$ cat src/rtl/core/qea_pkg.sv
// ----------------------------------------------------------------------------
// qea_pkg
// shared types, codes and widths of the quadrature decoder with acceleration
// ----------------------------------------------------------------------------
package qea_pkg;

    localparam int NUM_W  = 56;
    localparam int DEN_W  = 48;
    localparam int PROD_W = 64;

    typedef enum logic [1:0] {
        EV_NONE = 2'd0,
        EV_NEXT = 2'd1,
        EV_PREV = 2'd2
    } event_t;

    typedef enum logic [2:0] {
        CFG_DETENT  = 3'd0,
        CFG_REVERSE = 3'd1,
        CFG_MAXSTEP = 3'd2,
        CFG_MAXTIME = 3'd3,
        CFG_MINTIME = 3'd4
    } cfg_idx_t;

    typedef struct packed {
        event_t      ev;
        logic        accel;
        logic [31:0] now;
    } item_t;

    typedef struct packed {
        logic             start;
        logic [NUM_W-1:0] num;
        logic [DEN_W-1:0] den;
    } div_req_t;

    typedef struct packed {
        logic             done;
        logic [NUM_W-1:0] quot;
    } div_rsp_t;

    function automatic logic signed [4:0] step_of(input logic [3:0] code);
        logic signed [4:0] s;
        case (code)
            4'd1, 4'd7, 4'd8, 4'd14:  s = 5'sd1;
            4'd2, 4'd4, 4'd11, 4'd13: s = -5'sd1;
            default:                  s = 5'sd0;
        endcase
        return s;
    endfunction

endpackage

$ cat src/rtl/core/quadrature_encoder_accelerated_unit.sv
// ----------------------------------------------------------------------------
// quadrature_encoder_accelerated_unit
// quadrature decoder with detent events and speed-dependent step count
// ----------------------------------------------------------------------------
// channel   dir  signals                    transaction
// s_axis    in   s_tvalid/s_tready/s_tdata  one pin sample with timestamp
// m_axis    out  m_tvalid/m_tready/m_tdata  one result per sample
// cfg       in   cfg_we/cfg_addr/cfg_data   register write, no wait
//
// a sample with no event, or an event without acceleration, is answered straight from the idle state
// an event with zero interval is answered from the gap state
// an accelerated event passes through gap, history sum, average,
// five multiply steps and the 56-bit serial division of the step law
// a two-entry queue lets the decoder keep taking samples while the engine works
// a result held by the receiver stalls the engine; reset restores all defaults
// ----------------------------------------------------------------------------
module quadrature_encoder_accelerated_unit
#(
    parameter int HISTORY_DEPTH = 12
)
(
    input  logic        clk,
    input  logic        rst_n,
    input  logic        s_tvalid,
    output logic        s_tready,
    input  logic [39:0] s_tdata,   // pin_a, pin_b, now_ms[31:0], zero pad
    output logic        m_tvalid,
    input  logic        m_tready,
    output logic [31:0] m_tdata,   // event_res[1:0], repeat_steps[7:0], avg_interval_ms[15:0], pad
    input  logic        cfg_we,
    input  logic [2:0]  cfg_addr,
    input  logic [15:0] cfg_data
);

    logic [2:0]     detent_reg;
    logic           reverse_reg;
    logic [7:0]     maxstep_reg;
    logic [15:0]    maxtime_reg, mintime_reg;
    logic           push, pop, q_full, q_empty;
    qea_pkg::item_t push_item, head;
    logic [1:0]     event_res;
    logic [7:0]     repeat_steps;
    logic [15:0]    avg_interval_ms;

    always_ff @(posedge clk or negedge rst_n)
    begin
        if (!rst_n)
        begin
            detent_reg  <= 3'd4;
            reverse_reg <= 1'b0;
            maxstep_reg <= 8'd0;
            maxtime_reg <= 16'd200;
            mintime_reg <= 16'd30;
        end
        else if (cfg_we)
        begin
            case (cfg_addr)
                qea_pkg::CFG_DETENT:  detent_reg  <= cfg_data[2:0];
                qea_pkg::CFG_REVERSE: reverse_reg <= cfg_data[0];
                qea_pkg::CFG_MAXSTEP: maxstep_reg <= cfg_data[7:0];
                qea_pkg::CFG_MAXTIME: maxtime_reg <= cfg_data;
                qea_pkg::CFG_MINTIME: mintime_reg <= cfg_data;
                default: ;
            endcase
        end
    end

    qea_front u_front
    (
        .clk                (clk),
        .rst_n              (rst_n),
        .in_valid           (s_tvalid),
        .pin_a              (s_tdata[0]),
        .pin_b              (s_tdata[1]),
        .now_ms             (s_tdata[33:2]),
        .q_full             (q_full),
        .detent_transitions (detent_reg),
        .reverse_direction  (reverse_reg),
        .max_extra_steps    (maxstep_reg),
        .in_ready           (s_tready),
        .push               (push),
        .push_item          (push_item)
    );

    qea_queue u_queue
    (
        .clk       (clk),
        .rst_n     (rst_n),
        .push      (push),
        .push_item (push_item),
        .pop       (pop),
        .full      (q_full),
        .empty     (q_empty),
        .head      (head)
    );

    qea_back #(.HISTORY_DEPTH(HISTORY_DEPTH)) u_back
    (
        .clk                (clk),
        .rst_n              (rst_n),
        .q_empty            (q_empty),
        .head               (head),
        .pop                (pop),
        .max_extra_steps    (maxstep_reg),
        .max_repeat_time_ms (maxtime_reg),
        .min_repeat_time_ms (mintime_reg),
        .out_valid          (m_tvalid),
        .out_ready          (m_tready),
        .event_res          (event_res),
        .repeat_steps       (repeat_steps),
        .avg_interval_ms    (avg_interval_ms)
    );

    assign m_tdata = {6'd0, avg_interval_ms, repeat_steps, event_res};

endmodule

$ cat src/rtl/core/qea_front.sv
// ----------------------------------------------------------------------------
// qea_front
// pin transition decode and detent counting, one sample per cycle while the queue is not full
// ----------------------------------------------------------------------------
module qea_front
(
    input  logic              clk,
    input  logic              rst_n,
    input  logic              in_valid,
    input  logic              pin_a,
    input  logic              pin_b,
    input  logic [31:0]       now_ms,
    input  logic              q_full,
    input  logic [2:0]        detent_transitions,
    input  logic              reverse_direction,
    input  logic [7:0]        max_extra_steps,
    output logic              in_ready,
    output logic              push,
    output qea_pkg::item_t    push_item
);

    logic [3:0]        hist_reg, hist_next;
    logic signed [4:0] cnt_reg, cnt_next;
    logic [1:0]        pins;
    logic signed [4:0] sum;
    logic signed [4:0] lim;
    qea_pkg::event_t   ev;

    assign in_ready = !q_full;
    assign push     = in_valid && !q_full;
    assign pins     = {pin_a, pin_b};

    always_comb
    begin
        hist_next = hist_reg;
        cnt_next  = cnt_reg;
        ev        = qea_pkg::EV_NONE;
        lim       = (detent_transitions == 3'd0) ? 5'sd1 : $signed({2'b00, detent_transitions});
        sum       = cnt_reg;
        if (pins != hist_reg[1:0])
        begin
            hist_next = {hist_reg[1:0], pins};
            sum       = cnt_reg + qea_pkg::step_of(hist_next);
            cnt_next  = sum;
            if (sum >= lim)
            begin
                cnt_next = 5'sd0;
                ev = reverse_direction ? qea_pkg::EV_PREV : qea_pkg::EV_NEXT;
            end
            else if (sum <= -lim)
            begin
                cnt_next = 5'sd0;
                ev = reverse_direction ? qea_pkg::EV_NEXT : qea_pkg::EV_PREV;
            end
        end
        push_item.ev    = ev;
        push_item.accel = (max_extra_steps > 8'd1);
        push_item.now   = now_ms;
    end

    always_ff @(posedge clk or negedge rst_n)
    begin
        if (!rst_n)
        begin
            hist_reg <= 4'd0;
            cnt_reg  <= 5'sd0;
        end
        else if (push)
        begin
            hist_reg <= hist_next;
            cnt_reg  <= cnt_next;
        end
    end

endmodule

$ cat src/rtl/core/qea_queue.sv
// ----------------------------------------------------------------------------
// qea_queue
// two-entry queue between the decoder and the acceleration engine
// ----------------------------------------------------------------------------
module qea_queue
(
    input  logic            clk,
    input  logic            rst_n,
    input  logic            push,
    input  qea_pkg::item_t  push_item,
    input  logic            pop,
    output logic            full,
    output logic            empty,
    output qea_pkg::item_t  head
);

    qea_pkg::item_t mem_reg [2];
    logic           wp_reg, rp_reg;
    logic [1:0]     cnt_reg;

    assign full  = (cnt_reg == 2'd2);
    assign empty = (cnt_reg == 2'd0);
    assign head  = mem_reg[rp_reg];

    always_ff @(posedge clk)
    begin
        if (push)
            mem_reg[wp_reg] <= push_item;
    end

    always_ff @(posedge clk or negedge rst_n)
    begin
        if (!rst_n)
        begin
            wp_reg  <= 1'b0;
            rp_reg  <= 1'b0;
            cnt_reg <= 2'd0;
        end
        else
        begin
            if (push)
                wp_reg <= !wp_reg;
            if (pop)
                rp_reg <= !rp_reg;
            cnt_reg <= cnt_reg + {1'b0, push} - {1'b0, pop};
        end
    end

endmodule

$ cat src/rtl/core/qea_div.sv
// ----------------------------------------------------------------------------
// qea_div
// restoring divider, one quotient bit per cycle
// ----------------------------------------------------------------------------
module qea_div
(
    input  logic              clk,
    input  logic              rst_n,
    input  qea_pkg::div_req_t req,
    output qea_pkg::div_rsp_t rsp
);

    localparam int NW = qea_pkg::NUM_W;
    localparam int DW = qea_pkg::DEN_W;
    localparam int CW = $clog2(NW + 1);

    logic [NW-1:0] q_reg;
    logic [DW:0]   rem_reg;
    logic [DW-1:0] den_reg;
    logic [CW-1:0] cnt_reg;
    logic          busy_reg, done_reg;
    logic [DW:0]   shifted;
    logic [DW+1:0] diff;

    assign shifted  = {rem_reg[DW-1:0], q_reg[NW-1]};
    assign diff     = {1'b0, shifted} - {2'b00, den_reg};
    assign rsp.done = done_reg;
    assign rsp.quot = q_reg;

    always_ff @(posedge clk or negedge rst_n)
    begin
        if (!rst_n)
        begin
            busy_reg <= 1'b0;
            done_reg <= 1'b0;
            cnt_reg  <= '0;
        end
        else
        begin
            done_reg <= 1'b0;
            if (req.start)
            begin
                busy_reg <= 1'b1;
                cnt_reg  <= CW'(NW);
            end
            else if (busy_reg)
            begin
                cnt_reg <= cnt_reg - 1'b1;
                if (cnt_reg == CW'(1))
                begin
                    busy_reg <= 1'b0;
                    done_reg <= 1'b1;
                end
            end
        end
    end

    always_ff @(posedge clk)
    begin
        if (req.start)
        begin
            q_reg   <= req.num;
            den_reg <= req.den;
            rem_reg <= '0;
        end
        else if (busy_reg)
        begin
            if (!diff[DW+1])
            begin
                rem_reg <= diff[DW:0];
                q_reg   <= {q_reg[NW-2:0], 1'b1};
            end
            else
            begin
                rem_reg <= shifted;
                q_reg   <= {q_reg[NW-2:0], 1'b0};
            end
        end
    end

endmodule

$ cat src/rtl/core/qea_back.sv
// ----------------------------------------------------------------------------
// qea_back
// interval history, averaging and cubic step law, with output register
// ----------------------------------------------------------------------------
module qea_back
#(
    parameter int HISTORY_DEPTH = 12
)
(
    input  logic              clk,
    input  logic              rst_n,
    input  logic              q_empty,
    input  qea_pkg::item_t    head,
    output logic              pop,
    input  logic [7:0]        max_extra_steps,
    input  logic [15:0]       max_repeat_time_ms,
    input  logic [15:0]       min_repeat_time_ms,
    output logic              out_valid,
    input  logic              out_ready,
    output logic [1:0]        event_res,
    output logic [7:0]        repeat_steps,
    output logic [15:0]       avg_interval_ms
);

    localparam int IW = (HISTORY_DEPTH > 1) ? $clog2(HISTORY_DEPTH) : 1;
    localparam int SW = 16 + $clog2(HISTORY_DEPTH + 1);
    localparam int LW = $clog2(HISTORY_DEPTH);
    localparam int RW = SW + LW;
    // reciprocal of the history depth, exact for every sum below 2^SW
    localparam logic [63:0] RECIP = ((64'd1 << RW) + 64'(HISTORY_DEPTH - 1))
                                    / 64'(HISTORY_DEPTH);

    typedef enum logic [3:0] {
        S_IDLE, S_GAP, S_SUM, S_AVG, S_M1, S_M2, S_M3, S_M4, S_M5, S_DIV
    } state_t;

    state_t                   state_reg;
    logic [15:0]              store_reg [HISTORY_DEPTH];
    logic [IW-1:0]            idx_reg, cnt_reg, idx_inc;
    logic [31:0]              last_reg, now_reg;
    logic [15:0]              avg_reg, dt_reg, dif_reg;
    logic [SW-1:0]            sum_reg;
    logic [qea_pkg::PROD_W-1:0] prod_reg;
    logic [qea_pkg::NUM_W-1:0]  num_reg;
    logic [qea_pkg::DEN_W-1:0]  den_reg;
    qea_pkg::event_t          ev_reg;
    logic                     out_valid_reg;
    logic [7:0]               steps_reg;
    logic [47:0]              mul_x;
    logic [15:0]              mul_y;
    logic [qea_pkg::PROD_W-1:0] prod;
    logic [31:0]              gap;
    logic [15:0]              gap_c;
    logic                     slot_free;
    qea_pkg::div_req_t        dreq;
    qea_pkg::div_rsp_t        drsp;
    logic [2*SW:0]            avg_prod;
    logic [15:0]              q_avg;

    qea_div u_div
    (
        .clk   (clk),
        .rst_n (rst_n),
        .req   (dreq),
        .rsp   (drsp)
    );

    assign slot_free       = !out_valid_reg || out_ready;
    assign pop             = (state_reg == S_IDLE) && !q_empty && slot_free;
    assign out_valid       = out_valid_reg;
    assign event_res       = ev_reg;
    assign repeat_steps    = steps_reg;
    assign avg_interval_ms = avg_reg;
    assign gap             = now_reg - last_reg;
    assign idx_inc         = (idx_reg >= IW'(HISTORY_DEPTH - 1)) ? '0 : idx_reg + 1'b1;
    assign avg_prod        = sum_reg * RECIP[SW:0];
    assign q_avg           = avg_prod[RW+15:RW];
    assign prod            = mul_x * mul_y;

    always_comb
    begin
        if (gap > {16'd0, max_repeat_time_ms})
            gap_c = max_repeat_time_ms;
        else if (gap < {16'd0, min_repeat_time_ms})
            gap_c = min_repeat_time_ms;
        else
            gap_c = gap[15:0];
    end

    always_comb
    begin
        case (state_reg)
            S_M1:    begin mul_x = {32'd0, dt_reg};   mul_y = dt_reg;  end
            S_M2:    begin mul_x = prod_reg[47:0];    mul_y = dt_reg;  end
            S_M3:    begin mul_x = prod_reg[47:0];    mul_y = {8'd0, max_extra_steps}; end
            S_M4:    begin mul_x = {32'd0, dif_reg};  mul_y = dif_reg; end
            S_M5:    begin mul_x = prod_reg[47:0];    mul_y = dif_reg; end
            default: begin mul_x = '0;                mul_y = '0;      end
        endcase
    end

    always_comb
    begin
        dreq.start = 1'b0;
        dreq.num   = num_reg;
        dreq.den   = den_reg;
        if (state_reg == S_M5)
        begin
            dreq.start = 1'b1;
            dreq.den   = prod[qea_pkg::DEN_W-1:0];
        end
    end

    always_ff @(posedge clk or negedge rst_n)
    begin
        if (!rst_n)
        begin
            state_reg     <= S_IDLE;
            out_valid_reg <= 1'b0;
            idx_reg       <= '0;
            last_reg      <= 32'd0;
            avg_reg       <= 16'd0;
            for (int i = 0; i < HISTORY_DEPTH; i++)
                store_reg[i] <= 16'd0;
        end
        else
        begin
            if (out_valid_reg && out_ready)
                out_valid_reg <= 1'b0;
            case (state_reg)
                S_IDLE:
                begin
                    if (pop)
                    begin
                        ev_reg  <= head.ev;
                        now_reg <= head.now;
                        if (head.ev == qea_pkg::EV_NONE || !head.accel)
                        begin
                            out_valid_reg <= 1'b1;
                            steps_reg <= (head.ev == qea_pkg::EV_NONE) ? 8'd0 : 8'd1;
                        end
                        else
                            state_reg <= S_GAP;
                    end
                end
                S_GAP:
                begin
                    last_reg <= now_reg;
                    if (gap == 32'd0)
                    begin
                        out_valid_reg <= 1'b1;
                        steps_reg     <= 8'd1;
                        state_reg     <= S_IDLE;
                    end
                    else
                    begin
                        // a long gap refills the whole history with the maximum
                        if (gap > {16'd0, max_repeat_time_ms})
                        begin
                            for (int i = 0; i < HISTORY_DEPTH; i++)
                                store_reg[i] <= max_repeat_time_ms;
                        end
                        else
                            store_reg[idx_inc] <= gap_c;
                        idx_reg   <= idx_inc;
                        sum_reg   <= '0;
                        cnt_reg   <= '0;
                        state_reg <= S_SUM;
                    end
                end
                S_SUM:
                begin
                    sum_reg <= sum_reg + {{(SW-16){1'b0}}, store_reg[cnt_reg]};
                    cnt_reg <= cnt_reg + 1'b1;
                    if (cnt_reg == IW'(HISTORY_DEPTH - 1))
                        state_reg <= S_AVG;
                end
                S_AVG:
                begin
                    avg_reg <= q_avg;
                    dt_reg  <= max_repeat_time_ms - q_avg;
                    dif_reg <= max_repeat_time_ms - min_repeat_time_ms;
                    if (q_avg < max_repeat_time_ms && min_repeat_time_ms < max_repeat_time_ms)
                        state_reg <= S_M1;
                    else
                    begin
                        out_valid_reg <= 1'b1;
                        steps_reg     <= 8'd1;
                        state_reg     <= S_IDLE;
                    end
                end
                S_M1:
                begin
                    prod_reg  <= prod;
                    state_reg <= S_M2;
                end
                S_M2:
                begin
                    prod_reg  <= prod;
                    state_reg <= S_M3;
                end
                S_M3:
                begin
                    num_reg   <= prod[qea_pkg::NUM_W-1:0];
                    state_reg <= S_M4;
                end
                S_M4:
                begin
                    prod_reg  <= prod;
                    state_reg <= S_M5;
                end
                S_M5:
                begin
                    den_reg   <= prod[qea_pkg::DEN_W-1:0];
                    state_reg <= S_DIV;
                end
                S_DIV:
                begin
                    if (drsp.done)
                    begin
                        out_valid_reg <= 1'b1;
                        if (drsp.quot >= qea_pkg::NUM_W'(max_extra_steps))
                            steps_reg <= max_extra_steps;
                        else
                            steps_reg <= drsp.quot[7:0] + 8'd1;
                        state_reg <= S_IDLE;
                    end
                end
                default: state_reg <= S_IDLE;
            endcase
        end
    end

endmodule

$ cat config.mk
export PLATFORM = sky130hd
export DESIGN_NAME = quadrature_encoder_accelerated_unit
export DESIGN_NICKNAME = d
export VERILOG_FILES = /design/src/rtl/core/qea_pkg.sv /design/src/rtl/core/quadrature_encoder_accelerated_unit.sv /design/src/rtl/core/qea_front.sv /design/src/rtl/core/qea_queue.sv /design/src/rtl/core/qea_div.sv /design/src/rtl/core/qea_back.sv
export SDC_FILE = /design/constraint.sdc
export NUM_CORES = 2
export LEC_CHECK = 0
export BUFFER_PORTS_ARGS = -buffer_cell sky130_fd_sc_hd__buf_4
export CAP_MARGIN = 15
export CORE_MARGIN = 5
export CORE_UTILIZATION = 40
export CTS_BUF_LIST = sky130_fd_sc_hd__clkbuf_4
export DETAILED_ROUTE_END_ITERATION = 12
export GPL_TIMING_DRIVEN = 0
export MAX_ROUTING_LAYER = met4
export PLACE_DENSITY = 0.61
export REMOVE_ABC_BUFFERS = 1
export SYNTH_ARGS = -nofsm -noshare
export SYNTH_HDL_FRONTEND = slang
export SYNTH_HIERARCHICAL = 1
export SYNTH_SLANG_ARGS = --single-unit
$ cat constraint.sdc
create_clock -name clk -period 11 [get_ports clk]
set_clock_uncertainty 0.15 [all_clocks]
set_input_delay 2.2 -clock clk [delete_from_list [all_inputs] [get_ports clk]]
set_output_delay 2.2 -clock clk [all_outputs]
set_load 0.01 [all_outputs]
==> flow_summary_export.csv <==
group,metric,value,unit
cts,htree_levels,4,
synth,ys_warn_count,6,
place,place_congestion,0.9332,
cts,clock-sinks,784,
synth,synth_area_leaders,"fa_1, edfxtp_1, dfrtp_1, ha_1, inv_1",
worst_setup_path,cp_slowest_stage_delay,0.67,ns
sta,hold_viol,0,
cts,cts_tree,"built",
cts,clock_latency,1.19,ns
synth,synth_top_area_share,21.34,%
sta,slew-limit-headroom,26.34,%
worst_hold_path,min_path_cells,2,
synth,synth_edf_count,424,
cts,cts_setup_buffers,0,
routing,remaining_drc_errors,0,
job,drv_cap,0,
sta,period_needed,10.55,ns
worst_setup_path,path_common_cell,"fa_1",
synth,synthAdderAreaFrac,29.69,%
sta,fmax,94.77,MHz
synth,synth_xor_area_share,2.609,%
synth,netlist-cell-type-count,115,
synth,synth_flop_cell,"edfxtp_1",
synth,synth.avg_cell_area,10.05,sq um
grt,grt_pass1_vias,53710,
routing,routed_wl,198000,um
cts,numCtsBuffers,215,
worst_hold_path,hold_class,"reg -> reg",
cts,hold_buffers,0,
synth,synth_compound_area_share,11.41,%
cells_and_area,synthToLayoutAreaGrowth,9.130,%
die,ios,98,
synth,synth_commonest_cells,"inv_1, nand2_1, fa_1, nor2_1, ha_1",
cts,cts-root-buf,"clkbuf_4",
cts,ctsResizeCount,1,
die,die-area,185800,sq um
outcome,outcome,"finished clean",
worst_setup_path,crit_arrival,11.36,ns
synth,mappedNetlistArea,70920,sq um
sta,setup_violations,0,
synth,synth_mux_area_share,6.319,%
synth,synthCells,7058,
routing,vias,51680,
routing,wl_per_cell,20.60,um
die,core.rowCount,154,
die,die_height,431.1,um
die,core_region_area,176300,sq um
grt,antenna_found_initial,9,
synth,synth_most_common_cell,"inv_1",
synth,yosys.area_share.simple,11.33,%
grt,grt_pass1_wl,310800,um
cells_and_area,nNetsFinal,8368,
routing,drtPass1Iterations,6,
cells_and_area,largest_register_ffs,192,
sta,worst_slew_pin_slew,1.097,ns
synth,synth_top_family_by_area,"adder cells",
place,portBuffers,85,
synth,synthArstFlopShare,39.80,%
worst_setup_path,crit_type,"reg -> reg",
worst_setup_path,cp-start-kind,"flop",
sta,finalCritPeriodShare,95.92,%
worst_setup_path,reg2reg_depth,29,
synth,ys_seq_area_share,30.33,%
place,dpl.hpwl,153100,um
worst_setup_path,critPathCaptureType,"flop",
routing,vias_per_cell,5.378,
routing,drt_iter0_drc,3854,
grt,track_usage,21.99,%
grt,gr-total-overflow,0,
routing,postRouteAntennaNets,0,
synth,synth-seq-cells,784,
synth,synth_area_leader_cell,"fa_1",
sta,rsz0062_at_grt,"false",
grt,grt_max_degree,135,
cells_and_area,fin_util,43.90,%
die,start_util,40.23,%
cts,path_clk_slew,0.07,ns
die,die_w,431.1,um
cells_and_area,drive_above_1_share,13.25,%
cts,cts.path.max_buffers,3,
worst_setup_path,critPathMaxFanout,63,
sta,drv_slew,0,
worst_setup_path,critPathSlowestCell,"nand3b_1",
worst_setup_path,cp.required,11.81,ns
==> logic make-up (layout without fill, tap and decap cells) <==
family	after synthesis	after routing
other	2	17
XOR/XNOR	207	207
AO/OA/AOI/OAI	1186	1186
AND/OR/NAND/NOR	1834	1834
flip-flops	784	784
buffers and inverters	1472	1669
adder cells (fa/ha/maj)	1230	1230
multiplexers	343	343
==> final timing paths <==
kind | start | end | slack [ns]
worst max-delay path | u_back/state_reg[1] | u_back/u_div/den_reg[42] | 0.45
worst min-delay path | u_back/now_reg[15] | u_back/last_reg[15] | 0.30
worst max register to register | u_back/state_reg[1] | u_back/u_div/den_reg[42] | 0.45
worst min register to register | u_back/now_reg[15] | u_back/last_reg[15] | 0.30
max in group asynchronous | rst_n | u_back/u_div/busy_reg | 8.67
min in group asynchronous | rst_n | u_back/store_reg[159] | 0.87
==> per-layer routing <==
layer  GRT usage (%)  vias to the layer above  share of wire (%)
li1                -                    23670                  -
met1           27.22                    25930                 41
met2           35.51                     1680                 48
met3           3.260                      403                5.7
met4           10.70                        0                5.3
met5               -                        -                  0
==> stage by stage <==
step | cells | setup TNS, ns | hold slack [ns] | cell area [sq um] | worst slack [ns]
after floorplan | 6687 | 0 | 0.2943 | 69170 | 1.697
after CTS | 9598 | 0 | 0.3043 | 77340 | 0.2403
final | 9610 | 0 | 0.2991 | 77400 | 0.4486
after global routing | 9609 | 0 | 0.3505 | 77400 | 0.07878
after detailed placement | 9198 | 0 | 0.3195 | 74460 | 0.01274
after global placement | 9112 | -265.49 | 0.3161 | 72730 | -2.041
==> final cells by class <==
| cell class | count | area (sq um) |
|---|---|---|
| inverters | 1096 | 4121 |
| repair buffers | 173 | 2095 |
| clock inverters | 56 | 300.3 |
| multi-input cells | 4807 | 43830 |
| diodes | 10 | 25.02 |
| clock buffers | 344 | 2582 |
| fillers | 16850 | 98910 |
| well taps | 2340 | 2928 |
| flip-flops and latches | 784 | 21510 |
==> cell usage in the layout, fill, tap and decap left out, types with 29 or more instances in the layout <==
cell / synthesis / final
inv_1: 1096 / 1094
nand2_1: 895 / 886
fa_1: 756 / 756
nor2_1: 483 / 477
ha_1: 471 / 471
edfxtp_1: 424 / 424
clkbuf_4: 0 / 345
dfrtp_1: 304 / 302
a21oi_1: 252 / 251
mux2_2: 197 / 197
o21ai_0: 189 / 189
xnor2_1: 140 / 140
buf_4: 48 / 107
a21o_1: 102 / 102
a22oi_1: 107 / 101
nand3_1: 69 / 68
o2bb2ai_1: 68 / 68
and2_1: 69 / 67
xor2_1: 64 / 64
nor3_1: 61 / 56
a211oi_1: 55 / 53
mux2i_1: 54 / 53
mux4_2: 48 / 48
dfxtp_1: 48 / 48
nand4_1: 42 / 42
o22a_1: 42 / 42
o21ai_1: 40 / 40
a31oi_1: 41 / 39
mux2_4: 39 / 39
clkinv_1: 0 / 38
nor2b_1: 39 / 37
o21a_1: 37 / 37
a22o_1: 36 / 34
and3_1: 32 / 32
o21bai_1: 29 / 29
==> critical path, delay by kind of cell, from the launching register on <==
family          cells  cell delay, ns
xor+xnor            1            0.64
simple gates       10            3.81
fa+ha+maj           7            3.49
compound gates      4            0.83
buf+inv             6            0.56
mux                 1            0.30
flops               1            0.60
Power is not shown: default switching activity piles up to over one toggle a cycle in this logic, so the estimate is an artifact.
